<file path="config.mk">
export PLATFORM = sky130hd
export DESIGN_NAME = matrix_keypad_scanner
export DESIGN_NICKNAME = d
export VERILOG_FILES = /design/src/rtl/kps_pkg.sv /design/src/rtl/kps_regs.sv /design/src/rtl/kps_fsm.sv /design/src/rtl/matrix_keypad_scanner.sv
export SDC_FILE = /design/constraint.sdc
export NUM_CORES = 1
export LEC_CHECK = 0
export BUFFER_PORTS_ARGS = -buffer_cell sky130_fd_sc_hd__buf_2
export CAP_MARGIN = 10
export CORE_AREA = 2 2 141 143
export CTS_BUF_LIST = sky130_fd_sc_hd__clkbuf_8
export DETAILED_ROUTE_END_ITERATION = 10
export DIE_AREA = 0 0 143 145
export HOLD_SLACK_MARGIN = 0.15
export PLACE_DENSITY = 0.75
export SYNTH_ARGS = -nofsm -noshare
export SYNTH_HDL_FRONTEND = slang
export SYNTH_SLANG_ARGS = --single-unit
</file>
<file path="constraint.sdc">
create_clock -name clk -period 13 [get_ports clk]
set_input_delay 3.9 -clock clk [delete_from_list [all_inputs] [get_ports clk]]
set_output_delay 3.9 -clock clk [all_outputs]
set_load 0.03 [all_outputs]
</file>
<file path="src/rtl/kps_pkg.sv">
// ----------------------------------------------------------------------------
// Keypad scanner package
// Shared types, register codes, reset values and the key symbol table.
// ----------------------------------------------------------------------------
package kps_pkg;

  typedef enum logic [2:0] {
    PH_IDLE     = 3'd0,
    PH_SETTLE   = 3'd1,
    PH_SCAN     = 3'd2,
    PH_DEBOUNCE = 3'd3,
    PH_CONFIRM  = 3'd4,
    PH_RELCHK   = 3'd5,
    PH_RELWAIT  = 3'd6,
    PH_PAUSE    = 3'd7
  } phase_t;

  typedef enum logic [1:0] {
    ST_NONE    = 2'd0,
    ST_KEY     = 2'd1,
    ST_TIMEOUT = 2'd2
  } status_t;

  typedef enum logic [1:0] {
    REG_SETTLE   = 2'd0,
    REG_DEBOUNCE = 2'd1,
    REG_RELPOLL  = 2'd2,
    REG_PAUSE    = 2'd3
  } reg_idx_t;

  localparam logic [15:0] SETTLE_RST   = 16'd3;
  localparam logic [15:0] DEBOUNCE_RST = 16'd2500;
  localparam logic [15:0] RELPOLL_RST  = 16'd1000;
  localparam logic [15:0] PAUSE_RST    = 16'd500;

  localparam logic [23:0] ELAPSED_MAX = 24'hFFFFFF;

  typedef struct packed {
    logic [15:0] settle_ticks;
    logic [15:0] debounce_ticks;
    logic [15:0] release_poll_ticks;
    logic [15:0] pass_pause_ticks;
  } cfg_t;

  typedef struct packed {
    logic [3:0] row_drive;
    logic       busy_res;
    status_t    status;
    logic [6:0] key_code;
  } result_t;

  // A wait of zero ticks behaves as a wait of one tick.
  function automatic logic [15:0] load_wait(input logic [15:0] v);
    load_wait = (v == 16'd0) ? 16'd1 : v;
  endfunction

  function automatic logic [6:0] key_symbol(input logic [3:0] idx);
    logic [6:0] s;
    case (idx)
      4'd0:    s = 7'h31; // 1
      4'd1:    s = 7'h32; // 2
      4'd2:    s = 7'h33; // 3
      4'd3:    s = 7'h41; // A
      4'd4:    s = 7'h34; // 4
      4'd5:    s = 7'h35; // 5
      4'd6:    s = 7'h36; // 6
      4'd7:    s = 7'h42; // B
      4'd8:    s = 7'h37; // 7
      4'd9:    s = 7'h38; // 8
      4'd10:   s = 7'h39; // 9
      4'd11:   s = 7'h43; // C
      4'd12:   s = 7'h2A; // *
      4'd13:   s = 7'h30; // 0
      4'd14:   s = 7'h23; // #
      default: s = 7'h44; // D
    endcase
    key_symbol = s;
  endfunction

endpackage

</file>
<file path="src/rtl/kps_regs.sv">
// ----------------------------------------------------------------------------
// Keypad scanner configuration registers
// APB-style register file holding the four wait times.
// ----------------------------------------------------------------------------
module kps_regs import kps_pkg::*; (
  input  logic        clk,
  input  logic        rst,
  input  logic        psel,
  input  logic        penable,
  input  logic        pwrite,
  input  logic [3:0]  paddr,
  input  logic [31:0] pwdata,
  output logic [31:0] prdata,
  output logic        pready,
  output cfg_t        cfg
);

  logic     wr_en;
  reg_idx_t idx;

  assign pready = 1'b1;
  assign wr_en  = psel & penable & pwrite & pready;
  assign idx    = reg_idx_t'(paddr[3:2]);

  always_ff @(posedge clk) begin
    if (rst) begin
      cfg.settle_ticks       <= SETTLE_RST;
      cfg.debounce_ticks     <= DEBOUNCE_RST;
      cfg.release_poll_ticks <= RELPOLL_RST;
      cfg.pass_pause_ticks   <= PAUSE_RST;
    end else if (wr_en) begin
      case (idx)
        REG_SETTLE:   cfg.settle_ticks       <= pwdata[15:0];
        REG_DEBOUNCE: cfg.debounce_ticks     <= pwdata[15:0];
        REG_RELPOLL:  cfg.release_poll_ticks <= pwdata[15:0];
        REG_PAUSE:    cfg.pass_pause_ticks   <= pwdata[15:0];
        default: ;
      endcase
    end
  end

  always_comb begin
    case (idx)
      REG_SETTLE:   prdata = {16'd0, cfg.settle_ticks};
      REG_DEBOUNCE: prdata = {16'd0, cfg.debounce_ticks};
      REG_RELPOLL:  prdata = {16'd0, cfg.release_poll_ticks};
      REG_PAUSE:    prdata = {16'd0, cfg.pass_pause_ticks};
      default:      prdata = 32'd0;
    endcase
  end

endmodule

</file>
<file path="src/rtl/kps_fsm.sv">
// ----------------------------------------------------------------------------
// Keypad scanner sequencer
// Scan state and the one-tick update that produces each result.
// ----------------------------------------------------------------------------
module kps_fsm import kps_pkg::*; (
  input  logic        clk,
  input  logic        rst,
  input  logic        step,
  input  cfg_t        cfg,
  input  logic        start_req,
  input  logic [23:0] timeout_limit,
  input  logic [3:0]  col_levels,
  output result_t     res
);

  phase_t      phase, phase_next;
  logic [1:0]  row_index, row_index_next;
  logic [1:0]  col_index, col_index_next;
  logic [15:0] wait_count, wait_count_next;
  logic [23:0] elapsed, elapsed_next;
  logic [23:0] timeout_hold, timeout_hold_next;
  logic [6:0]  found_key, found_key_next;

  always_ff @(posedge clk) begin
    if (rst) begin
      phase        <= PH_IDLE;
      row_index    <= 2'd0;
      col_index    <= 2'd0;
      wait_count   <= 16'd0;
      elapsed      <= 24'd0;
      timeout_hold <= 24'd0;
      found_key    <= 7'd0;
    end else if (step) begin
      phase        <= phase_next;
      row_index    <= row_index_next;
      col_index    <= col_index_next;
      wait_count   <= wait_count_next;
      elapsed      <= elapsed_next;
      timeout_hold <= timeout_hold_next;
      found_key    <= found_key_next;
    end
  end

  logic        col_low;
  logic [15:0] wc_dec;
  logic        wc_done;
  status_t     status;
  logic [6:0]  code;

  assign col_low = ~col_levels[col_index];
  assign wc_dec  = (wait_count != 16'd0) ? wait_count - 16'd1 : 16'd0;
  assign wc_done = (wc_dec == 16'd0);

  always_comb begin
    phase_next        = phase;
    row_index_next    = row_index;
    col_index_next    = col_index;
    wait_count_next   = wait_count;
    elapsed_next      = elapsed;
    timeout_hold_next = timeout_hold;
    found_key_next    = found_key;
    status            = ST_NONE;
    code              = 7'd0;

    if (phase == PH_IDLE) begin
      if (start_req) begin
        timeout_hold_next = timeout_limit;
        elapsed_next      = 24'd0;
        found_key_next    = 7'd0;
        row_index_next    = 2'd0;
        col_index_next    = 2'd0;
        wait_count_next   = load_wait(cfg.settle_ticks);
        phase_next        = PH_SETTLE;
      end
    end else begin
      if (elapsed != ELAPSED_MAX) begin
        elapsed_next = elapsed + 24'd1;
      end
      case (phase)
        PH_SETTLE, PH_DEBOUNCE, PH_RELWAIT: begin
          wait_count_next = wc_dec;
          if (wc_done) begin
            case (phase)
              PH_SETTLE:   phase_next = PH_SCAN;
              PH_DEBOUNCE: phase_next = PH_CONFIRM;
              default:     phase_next = PH_RELCHK;
            endcase
          end
        end
        PH_SCAN, PH_CONFIRM: begin
          if (col_low && phase == PH_SCAN) begin
            wait_count_next = load_wait(cfg.debounce_ticks);
            phase_next      = PH_DEBOUNCE;
          end else if (col_low) begin
            found_key_next = key_symbol({row_index, col_index});
            phase_next     = PH_RELCHK;
          end else if (col_index != 2'd3) begin
            col_index_next = col_index + 2'd1;
            phase_next     = PH_SCAN;
          end else if (row_index == 2'd3) begin
            col_index_next  = 2'd0;
            wait_count_next = load_wait(cfg.pass_pause_ticks);
            phase_next      = PH_PAUSE;
          end else begin
            row_index_next  = row_index + 2'd1;
            col_index_next  = 2'd0;
            wait_count_next = load_wait(cfg.settle_ticks);
            phase_next      = PH_SETTLE;
          end
        end
        PH_RELCHK: begin
          if (col_low) begin
            wait_count_next = load_wait(cfg.release_poll_ticks);
            phase_next      = PH_RELWAIT;
          end else begin
            status     = ST_KEY;
            code       = found_key;
            phase_next = PH_IDLE;
          end
        end
        default: begin
          wait_count_next = wc_dec;
          if (wc_done) begin
            if (elapsed_next < timeout_hold) begin
              row_index_next  = 2'd0;
              col_index_next  = 2'd0;
              wait_count_next = load_wait(cfg.settle_ticks);
              phase_next      = PH_SETTLE;
            end else begin
              status     = ST_TIMEOUT;
              phase_next = PH_IDLE;
            end
          end
        end
      endcase
    end
  end

  always_comb begin
    res.status   = status;
    res.key_code = code;
    if (phase_next == PH_IDLE) begin
      res.row_drive = 4'hF;
      res.busy_res  = 1'b0;
    end else begin
      res.row_drive = ~(4'b0001 << row_index_next);
      res.busy_res  = 1'b1;
    end
  end

endmodule

</file>
<file path="src/rtl/matrix_keypad_scanner.sv">
// ----------------------------------------------------------------------------
// Matrix keypad scanner, 4x4
// Streams one result per tick; scans rows, debounces and reports keys.
// ----------------------------------------------------------------------------
// Each transfer on the input stream is one time tick carrying the sampled
// column levels; each tick yields exactly one transfer on the output stream
// with the row drive, busy flag, status and key symbol after that tick. A
// tick is registered on entry, and the scan state is updated and the result
// registered as the tick leaves the input register, so the block takes one
// tick per clock while the output is free. The wait times must be written
// through the APB port only while no read is in progress; the user must
// ensure this, as the block itself does not enforce it.
module matrix_keypad_scanner import kps_pkg::*; (
  input  logic        clk,
  input  logic        rst,
  input  logic        s_axis_tvalid,
  output logic        s_axis_tready,
  input  logic [31:0] s_axis_tdata,  // timeout_limit[23:0], col_levels[27:24]
  input  logic        s_axis_tuser,  // start_req
  output logic        m_axis_tvalid,
  input  logic        m_axis_tready,
  output logic [15:0] m_axis_tdata,  // row_drive[3:0], busy_res[4], key_code[11:5]
  output logic [1:0]  m_axis_tuser,  // status
  input  logic        psel,
  input  logic        penable,
  input  logic        pwrite,
  input  logic [3:0]  paddr,
  input  logic [31:0] pwdata,
  output logic [31:0] prdata,
  output logic        pready
);

  cfg_t        cfg;
  result_t     res;
  logic        in_valid;
  logic        in_start;
  logic [23:0] in_limit;
  logic [3:0]  in_cols;
  logic        advance;

  assign advance       = in_valid & (~m_axis_tvalid | m_axis_tready);
  assign s_axis_tready = ~in_valid | advance;

  always_ff @(posedge clk) begin
    if (rst) begin
      in_valid <= 1'b0;
    end else if (s_axis_tready) begin
      in_valid <= s_axis_tvalid;
    end
  end

  always_ff @(posedge clk) begin
    if (s_axis_tready && s_axis_tvalid) begin
      in_start <= s_axis_tuser;
      in_limit <= s_axis_tdata[23:0];
      in_cols  <= s_axis_tdata[27:24];
    end
  end

  kps_regs u_regs (
    .clk     (clk),
    .rst     (rst),
    .psel    (psel),
    .penable (penable),
    .pwrite  (pwrite),
    .paddr   (paddr),
    .pwdata  (pwdata),
    .prdata  (prdata),
    .pready  (pready),
    .cfg     (cfg)
  );

  kps_fsm u_fsm (
    .clk           (clk),
    .rst           (rst),
    .step          (advance),
    .cfg           (cfg),
    .start_req     (in_start),
    .timeout_limit (in_limit),
    .col_levels    (in_cols),
    .res           (res)
  );

  always_ff @(posedge clk) begin
    if (rst) begin
      m_axis_tvalid <= 1'b0;
    end else if (~m_axis_tvalid | m_axis_tready) begin
      m_axis_tvalid <= in_valid;
    end
  end

  always_ff @(posedge clk) begin
    if (advance) begin
      m_axis_tdata <= {4'd0, res.key_code, res.busy_res, res.row_drive};
      m_axis_tuser <= res.status;
    end
  end

  a_key_has_code: assert property (@(posedge clk) disable iff (rst)
    (m_axis_tvalid && m_axis_tuser == ST_KEY) |-> (m_axis_tdata[11:5] != 7'd0))
    else $error("key reported without a symbol");

  a_report_ends_read: assert property (@(posedge clk) disable iff (rst)
    (m_axis_tvalid && m_axis_tuser != ST_NONE) |-> !m_axis_tdata[4])
    else $error("read still busy after a report");

  a_idle_rows_high: assert property (@(posedge clk) disable iff (rst)
    (m_axis_tvalid && !m_axis_tdata[4]) |-> (m_axis_tdata[3:0] == 4'hF))
    else $error("row driven while idle");

  a_one_row_low: assert property (@(posedge clk) disable iff (rst)
    (m_axis_tvalid && m_axis_tdata[4]) |-> ($countones(m_axis_tdata[3:0]) == 3))
    else $error("busy without exactly one row driven");

endmodule

</file>
==> run summary, run 1 <==
status: completed
Die H: 145 um
vias in the first global route: 8682
row cnt: 51
fin worst setup slack: 3.79 ns
post-route ant nets: 0
GRT overflow: 0
YS warnings: 0
CP max stage delay: 0.65 ns
RR Startpoint: u_fsm.elapsed[16]
Worst-Skew Late Latency: 0.48 ns
Worst EP required: 9.10 ns
Worst Clk Skew: 0.0130 ns
CP Cell Sequence: buf_2, mux4_2, buf_2
sequential-to-total area share from yosys stat: 0.403
RSZ-0062 raised after global routing: no
Sink Count: 187
ys flop type: dfxtp_1
endpoints failing setup: 0
final hold violations: 0
most common cell after layout, fill and taps aside: nand2_1
WL final: 27300 um
distinct cell type count of the synthesized netlist: 71
Power Dens Cells: 114 nW/um^2
VDD IR max: 0.0675 mV
R2R Path End: m_axis_tdata[0]
mux cell area share after synthesis: 0.0541
vias per inst: 6.00
Clock transition at path regs: 0.11 ns
Arr. time, crit path: 5.31 ns
type of the most critical hold path: flip-flop to flip-flop
setup TNS: 0 ns
#FFs+latches synth: 187
Worst Max-Slew Pin Slew: 1.14 ns
Nets: 1402
DP Worst Slack: 3.80 ns
Mapped Cells: 1260
Min Clock Period, post-route: 9.21 ns
Placed Instances: 1538
GRT Total Usage: 0.265
R2R Setup Slk: 7.56 ns
Die X: 143 um
Starting Density: 0.539
CTS tree: yes
max_cap viols: 0
CP Capture Type: primary output
routed vias: 9425
Ports: 129
Synth Area in Simple Gates: 0.244
FF-to-FF path depth: 17
CP most frequent cell: buf_2
hold_sp: u_fsm.found_key[6]
CP Buf/Inv Count: 2
Detail Placement HPWL: 18800 um
Max Root-Sink Buffers: 2
Pins Over Slew Limit: 0
global-route wire length before repair: 44100 um
Post-Synth Adder-Cell Area: 0.0408
EDFF count, synth: 43
port buffer count: 85
crit share post-route: 0.708
DR pass1 iterations: 6
CP delay by family, top: buffers and inverters
cts bufs inserted: 17
CP max stage cell: mux4_2
synthesized area: 10400 um^2
crit start category: input port
Worst Hold End: u_fsm.found_key[6]
CTS root buf: clkbuf_8
ant diodes: 0
initial antenna violation count: 0
Synth Area in Compound Gates: 0.170
CP max FO: 24
initial detailed-routing violation count: 888
DRC viols: 0
Max Clk Rate: 109 MHz
WL per Instance: 17.4 um
WHS Path Cells: 2
commonest cells after routing, fill and taps aside: nand2_1 (266), dfxtp_1 (144), a21oi_1 (133)
total core area: 19200 um^2
H-tree levels: 4
largest family of logic cells by synthesized area: simple AND/OR/NAND/NOR gates
number of hold buffers added after CTS: 0
mean post-synth cell area: 8.22 um^2
layout cells sized above 1: 0.125
xor and xnor area share after synthesis: 0.0254
final non-filler cell total: 1571
post-CTS resize count: 0
GP Congestion: 0.981
Seq. cell area: 4170 um^2
area of the multi-input gates: 5630 um^2
Pleak: 4.12 nW
WS Path Type: input port to primary output
Slew headroom: 0.241
area grow syn2layout: 8.38%
postcts setup bufs: 0
pin count of the biggest net entering global routing: 75
ys async rst share: 0
fillers: 1711
die area: 20700 um^2
[cells in the mapped netlist, types with 11 or more instances]
| master | instances | area share |
|---|---|---|
| nor3_1 | 44 | 0.021 |
| nor4_1 | 28 | 0.017 |
| xor2_1 | 13 | 0.011 |
| nand4_1 | 15 | 0.0091 |
| and3_1 | 15 | 0.0091 |
| edfxtp_1 | 43 | 0.12 |
| o21ai_0 | 50 | 0.024 |
| dfxtp_1 | 144 | 0.28 |
| a21oi_1 | 133 | 0.064 |
| clkbuf_1 | 71 | 0.026 |
| buf_4 | 21 | 0.015 |
| nand3_1 | 22 | 0.011 |
| ha_1 | 33 | 0.040 |
| a22oi_1 | 13 | 0.0094 |
| nor2_1 | 84 | 0.030 |
| nand3b_1 | 20 | 0.014 |
| nand2_1 | 266 | 0.096 |
| mux4_2 | 17 | 0.037 |
| xnor2_1 | 17 | 0.014 |
| a221oi_1 | 14 | 0.012 |
| inv_1 | 42 | 0.015 |
| mux2i_1 | 11 | 0.011 |
[worst min-delay path, cell delays in order (launching register included)]
cell,delay [ns]
dfxtp_1,0.32
nand2_1,0.05
a21oi_1,0.05
[per-stage QoR]
| stage | power (mW) | util | hold WS [ns] | cell area (um^2) |
|---|---|---|---|---|
| final | 1.28 | 0.585 | 0.456 | 11200 |
| after global routing | 1.34 | 0.585 | 0.483 | 11200 |
| after CTS | 1.28 | 0.584 | 0.456 | 11200 |
| after detailed placement | 0.885 | 0.563 | 0.441 | 10800 |
| after global placement | 0.880 | 0.563 | 0.438 | 10800 |
| after floorplan | 0.825 | - | 0.427 | 10400 |
[sequential cells by signal, summed over array words and instances (netlist names), 3 cells and up]
name / flops
in_limit: 24
u_fsm.elapsed: 24
u_fsm.timeout_hold: 24
in_cols: 4
u_fsm.wait_count: 16
m_axis_tdata: 12
u_fsm.found_key: 7
u_fsm.phase: 3
u_regs.cfg: 64
[power by group]
part           switching (mW)  leakage, nW  internal (mW)  total [mW]
Sequential             0.0211         1.57          0.613       0.634
Clock                   0.242        0.214          0.163       0.406
Combinational           0.162         2.33         0.0831       0.245
Total                   0.425         4.12          0.860        1.28
[final cells by class]
type / count / share of cell area
clock buffers: 17 / 0.0208
clock inverters: 15 / 0.0160
inverters: 44 / 0.0147
multi-input cells: 946 / 0.501
flip-flops and latches: 187 / 0.372
well taps: 265 / 0.0295
repair buffers: 97 / 0.0458
[worst max-delay path by stage]
stage	startpoint	endpoint	cells past startpoint
final	paddr[2]	prdata[4]	3
after global routing	paddr[2]	prdata[4]	3
after CTS	paddr[2]	prdata[4]	3
after detailed placement	paddr[2]	prdata[4]	3
after global placement	paddr[2]	prdata[4]	3
after floorplan	paddr[2]	prdata[10]	3
[per-layer routing]
layer | routed length, um | global-route usage | vias up | share of wire
met5 | 0 | 0 | - | 0
met3 | 2610 | 0.0558 | 47 | 0.096
li1 | - | - | 4514 | -
met2 | 11600 | 0.378 | 495 | 0.42
met4 | 492 | 0.0822 | 0 | 0.018
met1 | 12600 | 0.398 | 4369 | 0.46
[kinds of logic after synthesis]
group / count (synthesis)
and+or+nand+nor: 541
AOI/OAI and AO/OA: 286
DFF: 187
buffers and inverters: 146
adders and majority gates: 34
muxes: 34
xor gates and xnor gates: 30
other: 2
No activity file was read; power rests on OpenSTA's default activity.
==> inputs of run 2 (changes only) <==
--- a/config.mk
+++ b/config.mk
@@ -12,7 +12,7 @@
 export DETAILED_ROUTE_END_ITERATION = 10
 export DIE_AREA = 0 0 143 145
 export HOLD_SLACK_MARGIN = 0.15
-export PLACE_DENSITY = 0.75
+export PLACE_DENSITY = 0.78
 export SYNTH_ARGS = -nofsm -noshare
 export SYNTH_HDL_FRONTEND = slang
 export SYNTH_SLANG_ARGS = --single-unit
==> constraint.sdc (replaced) <==
create_clock -name clk -period 8.4 [get_ports clk]
set_input_delay 2.52 -clock clk [delete_from_list [all_inputs] [get_ports clk]]
set_output_delay 2.52 -clock clk [all_outputs]
set_load 0.03 [all_outputs]
==> run summary, run 2 (synthesis results as in run 1) <==
Seq pwr share: 0.499 (was 0.494)
Pleak: 4.11 nW (was 4.12 nW)
CP most frequent cell: buf_2 (unchanged)
VDD IR max: 0.106 mV (was 0.0675 mV)
Worst Max-Slew Pin Slew: 1.28 ns (was 1.14 ns)
die area: 20700 um^2 (unchanged)
max_cap viols: 0 (unchanged)
Placed Instances: 1536 (was 1538)
Top reg by flops: u_regs.cfg (unchanged)
vias in the first global route: 8316 (was 8682)
final non-filler cell total: 1570 (was 1571)
most common cell after layout, fill and taps aside: nand2_1 (unchanged)
Worst-Skew Late Latency: 0.49 ns (was 0.48 ns)
crit start category: input port (unchanged)
postcts setup bufs: 0 (unchanged)
CP max stage cell: mux4_2 (unchanged)
GRT Total Usage: 0.266 (was 0.265)
pin count of the biggest net entering global routing: 93 (was 75)
Final Util: 0.585 (about the same)
Worst EP required: 5.88 ns (was 9.10 ns)
Detail Placement HPWL: 18900 um (was 18800 um)
Sink Count: 187 (unchanged)
global-route wire length before repair: 44200 um (was 44100 um)
initial detailed-routing violation count: 949 (was 888)
RSZ-0062 raised after global routing: no (unchanged)
FF-to-FF path depth: 17 (unchanged)
Max Root-Sink Buffers: 2 (unchanged)
Nets: 1401 (was 1402)
Worst Clk Skew: 0.0120 ns (was 0.0130 ns)
area grow syn2layout: 8.45% (was 8.38%)
Die H: 145 um (unchanged)
GRT overflow: 0 (unchanged)
CTS root buf: clkbuf_8 (unchanged)
CP delay by family, top: buffers and inverters (unchanged)
placed cell areas: 10800 um^2 (about the same)
row cnt: 51 (unchanged)
Min Clock Period, post-route: 6.44 ns
WHS Path Cells: 2 (unchanged)
endpoints failing setup: 0 (unchanged)
Ports: 129 (unchanged)
Power Dens Cells: 175 nW/um^2 (was 114 nW/um^2)
status: completed (unchanged)
initial antenna violation count: 0 (unchanged)
routed vias: 9411 (was 9425)
H-tree levels: 4 (unchanged)
Power Internal: 1.31 mW (was 860 uW)
Arr. time, crit path: 3.92 ns (was 5.31 ns)
type of the most critical hold path: flip-flop to flip-flop (unchanged)
Switching Fraction: 0.337 (was 0.331)
layout cells sized above 1: 0.123 (was 0.125)
CP Cell Sequence: buf_2, mux4_2, buf_2 (unchanged)
Starting Density: 0.539 (unchanged)
CP Buf/Inv Count: 2 (unchanged)
Crit path depth: 3 (unchanged)
CP max FO: 24 (unchanged)
combinational power share: 0.193 (was 0.191)
total core area: 19200 um^2 (unchanged)
vias per inst: 5.99 (was 6.00)
final hold violations: 0 (unchanged)
cts bufs inserted: 17 (unchanged)
Die X: 143 um (unchanged)
post-CTS resize count: 0 (unchanged)
CP max stage delay: 0.65 ns (about the same)
WL per Instance: 17.4 um (about the same)
cell area after layout: 11200 um^2 (about the same)
flip-flop count of the largest register after layout: 64 (unchanged)
Pwr Total: 1.97 mW (was 1.28 mW)
Pins Over Slew Limit: 0 (unchanged)
number of hold buffers added after CTS: 0 (unchanged)
setup TNS: 0 ns (unchanged)
GP Congestion: 1.00 (was 0.981)
commonest cells after routing, fill and taps aside: nand2_1 (266), dfxtp_1 (144), a21oi_1 (133) (unchanged)
DRC viols: 0 (unchanged)
Slew headroom: 0.141 (was 0.241)
CP Capture Type: primary output (unchanged)
Psw: 662 uW (was 425 uW)
port buffer count: 85 (unchanged)
CTS tree: yes (unchanged)
Clock transition at path regs: 0.10 ns (was 0.11 ns)
clock power share: 0.308 (was 0.316)
post-route ant nets: 0 (unchanged)
WL final: 27400 um (was 27300 um)
Max Clk Rate: 155 MHz
ant diodes: 0 (unchanged)
DR pass1 iterations: 5 (was 6)
WS Path Type: input port to primary output (unchanged)
crit share post-route: 0.767
==> run 2: changes by cell type in the layout (fill, tap and decap cells not counted), sizes merged <==
cell	delta
clkinv	+3
inv	-2
buf	-1
bufinv	-1
==> run 2: worst paths after layout <==
check | startpoint | to | slack (ns)
max | paddr[2] | prdata[4] | 1.96
min | u_fsm.found_key[0] | u_fsm.found_key[0] | 0.46
max reg2reg | u_fsm.elapsed[0] | m_axis_tdata[0] | 2.95
min reg2reg | u_fsm.found_key[0] | u_fsm.found_key[0] | 0.46
==> run 2: layer usage <==
| layer | track usage | vias to the layer above | wire length (um) |
|---|---|---|---|
| met2 | 0.376 | 500 | 11800 |
| met1 | 0.401 | 4361 | 12400 |
| li1 | - | 4511 | - |
| met3 | 0.0703 | 39 | 2720 |
| met5 | 0 | - | 0 |
| met4 | 0.0703 | 0 | 412 |
==> run 2: area by class of cell <==
cell class	count	area, um^2
timing repair buffer	96	527
clock buffer	17	234
multi-input combinational	946	5620
clock inverter	15	181
fill	1707	7970
tap	265	332
sequential	187	4170
inverter	44	165
==> run 2: power by group through the flow <==
| stage | combinational, mW | clock (mW) | sequential (mW) |
|---|---|---|---|
| global route | 0.412 | 0.654 | 0.986 |
| global placement | 0.362 | 0 | 1.00 |
| CTS | 0.370 | 0.617 | 0.981 |
| detailed placement | 0.367 | 0 | 1.00 |
| floorplan | 0.285 | 0 | 0.991 |
| finish | 0.379 | 0.607 | 0.982 |
==> run 2: tightest hold or removal path: cells and delay by family (launching register included) <==
family | cells | cell delay [ns]
simple gates | 1 | 0.05
compound gates | 1 | 0.05
flops | 1 | 0.32
==> run 2: through the flow <==
step	hold slack, ns	setup slack (ns)
global route	0.479	1.90
detailed placement	0.445	1.98
floorplan	0.427	1.70
CTS	0.460	1.98
finish	0.456	1.96
global placement	0.438	1.98
==> inputs of run 3 (changes only) <==
--- a/config.mk
+++ b/config.mk
@@ -5,14 +5,15 @@
 export SDC_FILE = /design/constraint.sdc
 export NUM_CORES = 1
 export LEC_CHECK = 0
+export ABC_AREA = 1
 export BUFFER_PORTS_ARGS = -buffer_cell sky130_fd_sc_hd__buf_2
 export CAP_MARGIN = 10
-export CORE_AREA = 2 2 141 143
+export CORE_AREA = 2 2 140 142
 export CTS_BUF_LIST = sky130_fd_sc_hd__clkbuf_8
 export DETAILED_ROUTE_END_ITERATION = 10
-export DIE_AREA = 0 0 143 145
+export DIE_AREA = 0 0 142 144
 export HOLD_SLACK_MARGIN = 0.15
-export PLACE_DENSITY = 0.78
+export PLACE_DENSITY = 0.75
 export SYNTH_ARGS = -nofsm -noshare
 export SYNTH_HDL_FRONTEND = slang
 export SYNTH_SLANG_ARGS = --single-unit
==> constraint.sdc (replaced) <==
create_clock -name clk -period 6.59 [get_ports clk]
set_input_delay 1.977 -clock clk [delete_from_list [all_inputs] [get_ports clk]]
set_output_delay 1.977 -clock clk [all_outputs]
set_load 0.03 [all_outputs]
==> run summary, run 3 <==
Min Clock Period, post-route: 5.23 ns
final hold violations: 0 (unchanged)
setup TNS: 0 ns (unchanged)
CP Cell Sequence: buf_2, nand2_1, o21ai_0, a21oi_1, o21ai_0, buf_2 (was buf_2, mux4_2, buf_2)
GRT overflow: 0 (unchanged)
Worst Max-Slew Pin Slew: 1.12 ns (was 1.28 ns)
Psw: 934 uW (was 662 uW)
routed vias: 9687 (was 9411)
type of the most critical hold path: flip-flop to flip-flop (unchanged)
Arr. time, crit path: 3.26 ns (was 3.92 ns)
CTS root buf: clkbuf_8 (unchanged)
Die H: 144 um (was 145 um)
cts bufs inserted: 17 (unchanged)
CTS tree: yes (unchanged)
sequential-to-total area share from yosys stat: 0.408 (was 0.403)
FF-to-FF path depth: 25 (was 17)
area grow syn2layout: 9.40% (was 8.45%)
CP max stage cell: nand2_1 (was mux4_2)
Seq pwr share: 0.448 (was 0.499)
Power Dens Cells: 249 nW/um^2 (was 175 nW/um^2)
Slew headroom: 0.254 (was 0.141)
area leader, netlist: dfxtp_1 (unchanged)
area of the multi-input gates: 5180 um^2 (was 5620 um^2)
Detail Placement HPWL: 18800 um (was 18900 um)
Pins Over Slew Limit: 0 (unchanged)
post-synth top area share: 0.282 (was 0.278)
EDFF count, synth: 43 (unchanged)
ys flop type: dfxtp_1 (unchanged)
top cells by count, synth: nand2_1 (291), a21oi_1 (166), dfxtp_1 (144), o21ai_0 (142), inv_1 (138) (was nand2_1 (266), dfxtp_1 (144), a21oi_1 (133), nor2_1 (84), clkbuf_1 (71))
synthesized area: 10200 um^2 (was 10400 um^2)
layout cells sized above 1: 0.111 (was 0.123)
mean post-synth cell area: 7.30 um^2 (was 8.22 um^2)
WL final: 26900 um (was 27400 um)
Clock transition at path regs: 0.10 ns (about the same)
Top reg by flops: u_regs.cfg (unchanged)
Worst-Skew Late Latency: 0.49 ns (about the same)
status: completed (unchanged)
CP max stage delay: 0.37 ns (was 0.65 ns)
Starting Density: 0.536 (was 0.539)
Placed Instances: 1674 (was 1536)
VDD IR max: 0.150 mV (was 0.106 mV)
Pwr Total: 2.78 mW (was 1.97 mW)
WL per Instance: 15.8 um (was 17.4 um)
GP Congestion: 0.965 (was 1.00)
R2R Path End: m_axis_tdata[3] (was m_axis_tdata[0])
fillers: 1770 (was 1707)
initial detailed-routing violation count: 1136 (was 949)
Ports: 129 (unchanged)
Synth area leaders: dfxtp_1 (28%), edfxtp_1 (13%), nand2_1 (11%) (was dfxtp_1 (28%), edfxtp_1 (12%), nand2_1 (9.6%))
H-tree levels: 4 (unchanged)
endpoints failing setup: 0 (unchanged)
GRT Total Usage: 0.267 (was 0.266)
CP delay by family, top: compound AO/OA/AOI/OAI gates (was buffers and inverters)
combinational power share: 0.229 (was 0.193)
WS Path Type: input port to primary output (unchanged)
R2R Setup Slk: 1.61 ns (was 2.95 ns)
post-route ant nets: 0 (unchanged)
#FFs+latches synth: 187 (unchanged)
vias per inst: 5.68 (was 5.99)
crit share post-route: 0.794
YS warnings: 0 (unchanged)
initial antenna violation count: 0 (unchanged)
Crit path depth: 6 (was 3)
Die X: 142 um (was 143 um)
RR Startpoint: u_fsm.elapsed[0] (unchanged)
Max Clk Rate: 191 MHz
Switching Fraction: 0.336 (was 0.337)
Mapped Cells: 1400 (was 1260)
Max Root-Sink Buffers: 2 (unchanged)
vias in the first global route: 8622 (was 8316)
final non-filler cell total: 1706 (was 1570)
global-route wire length before repair: 43700 um (was 44200 um)
row cnt: 51 (unchanged)
DR pass1 iterations: 6 (was 5)
Pleak: 4.58 nW (was 4.11 nW)
Nets: 1564 (was 1401)
die area: 20400 um^2 (was 20700 um^2)
most frequent cell after synthesis: nand2_1 (unchanged)
Final Util: 0.586 (was 0.585)
total core area: 19100 um^2 (was 19200 um^2)
CP Capture Point: prdata[12] (was prdata[4])
crit start category: input port (unchanged)
most common cell after layout, fill and taps aside: nand2_1 (unchanged)
flip-flop count of the largest register after layout: 64 (unchanged)
Worst EP required: 4.61 ns (was 5.88 ns)
Sink Count: 187 (unchanged)
ant diodes: 0 (unchanged)
Setup crit start: paddr[2] (unchanged)
port buffer count: 85 (unchanged)
postcts setup bufs: 0 (unchanged)
clock power share: 0.323 (was 0.308)
commonest cells after routing, fill and taps aside: nand2_1 (291), a21oi_1 (166), dfxtp_1 (144) (was nand2_1 (266), dfxtp_1 (144), a21oi_1 (133))
CP Buf/Inv Count: 2 (unchanged)
post-CTS resize count: 0 (unchanged)
CP max FO: 17 (was 24)
distinct cell type count of the synthesized netlist: 50 (was 71)
Worst Clk Skew: 0.0103 ns (was 0.0120 ns)
ys async rst share: 0 (unchanged)
DRC viols: 0 (unchanged)
Power Internal: 1.85 mW (was 1.31 mW)
Seq. cell area: 4170 um^2 (unchanged)
pin count of the biggest net entering global routing: 73 (was 93)
RSZ-0062 raised after global routing: no (unchanged)
CP Capture Type: primary output (unchanged)
max_cap viols: 0 (unchanged)
number of hold buffers added after CTS: 0 (unchanged)
run 3: logic make-up (layout without fill, tap and decap cells):
kind of cell	after synthesis	after routing	share of synthesized area
AND/OR/NAND/NOR	558	558	0.236
AO/OA/AOI/OAI	370	370	0.200
other	2	21	0.000734
adder cells (fa/ha/maj)	33	33	0.0404
buffers and inverters	224	273	0.0924
XOR/XNOR	26	26	0.0223
flip-flops	187	187	0.408
run 3: area by class of cell:
cell class,instances,area share
flip-flops and latches,187,0.373
well taps,238,0.0266
repair buffers,97,0.0461
clock inverters,14,0.0207
multi-input cells,1008,0.463
clock buffers,18,0.0221
inverters,144,0.0484
run 3: routing by layer:
metal  global-route usage  routed length, um  up-vias
met2                0.391              11500      459
met5                    0                  0        -
li1                     -                  -     4800
met4               0.0874                472        0
met1                0.394              12500     4381
met3               0.0560               2470       47
run 3: worst min path at each step:
stage,startpoint,end,slack (ns),cells past startpoint
2_1_floorplan,u_fsm.timeout_hold[0],u_fsm.timeout_hold[0],0.42,2
3_3_place_gp,u_fsm.found_key[5],u_fsm.found_key[5],0.44,2
3_5_place_dp,u_fsm.found_key[3],u_fsm.found_key[3],0.45,2
4_1_cts,u_fsm.found_key[3],u_fsm.found_key[3],0.46,2
5_1_grt,u_fsm.wait_count[0],u_fsm.wait_count[0],0.49,2
6_report,u_fsm.found_key[3],u_fsm.found_key[3],0.46,2
run 3: worst register-to-register path: cells and delay by family (launching register included):
| family | cells | cell delay (ns) |
|---|---|---|
| compound gates | 4 | 1.12 |
| buf+inv | 1 | 0.07 |
| simple gates | 17 | 2.39 |
| xor+xnor | 1 | 0.25 |
| flops | 1 | 0.37 |
| fa+ha+maj | 2 | 0.53 |
run 3: stage by stage:
stage | setup WS, ns | cell area, um^2 | hold WS [ns]
4_1_cts | 1.41 | 11200 | 0.463
3_3_place_gp | 1.40 | 10700 | 0.444
3_5_place_dp | 1.41 | 10700 | 0.448
6_report | 1.36 | 11200 | 0.462
5_1_grt | 1.22 | 11200 | 0.494
2_1_floorplan | 1.55 | 10300 | 0.424
run 3: power by group through the flow:
stage | clock network [mW] | logic [mW] | registers, mW
2_1_floorplan | 0 | 0.474 | 1.27
3_3_place_gp | 0 | 0.610 | 1.27
3_5_place_dp | 0 | 0.619 | 1.27
4_1_cts | 0.913 | 0.624 | 1.25
5_1_grt | 0.960 | 0.709 | 1.25
6_report | 0.899 | 0.638 | 1.25
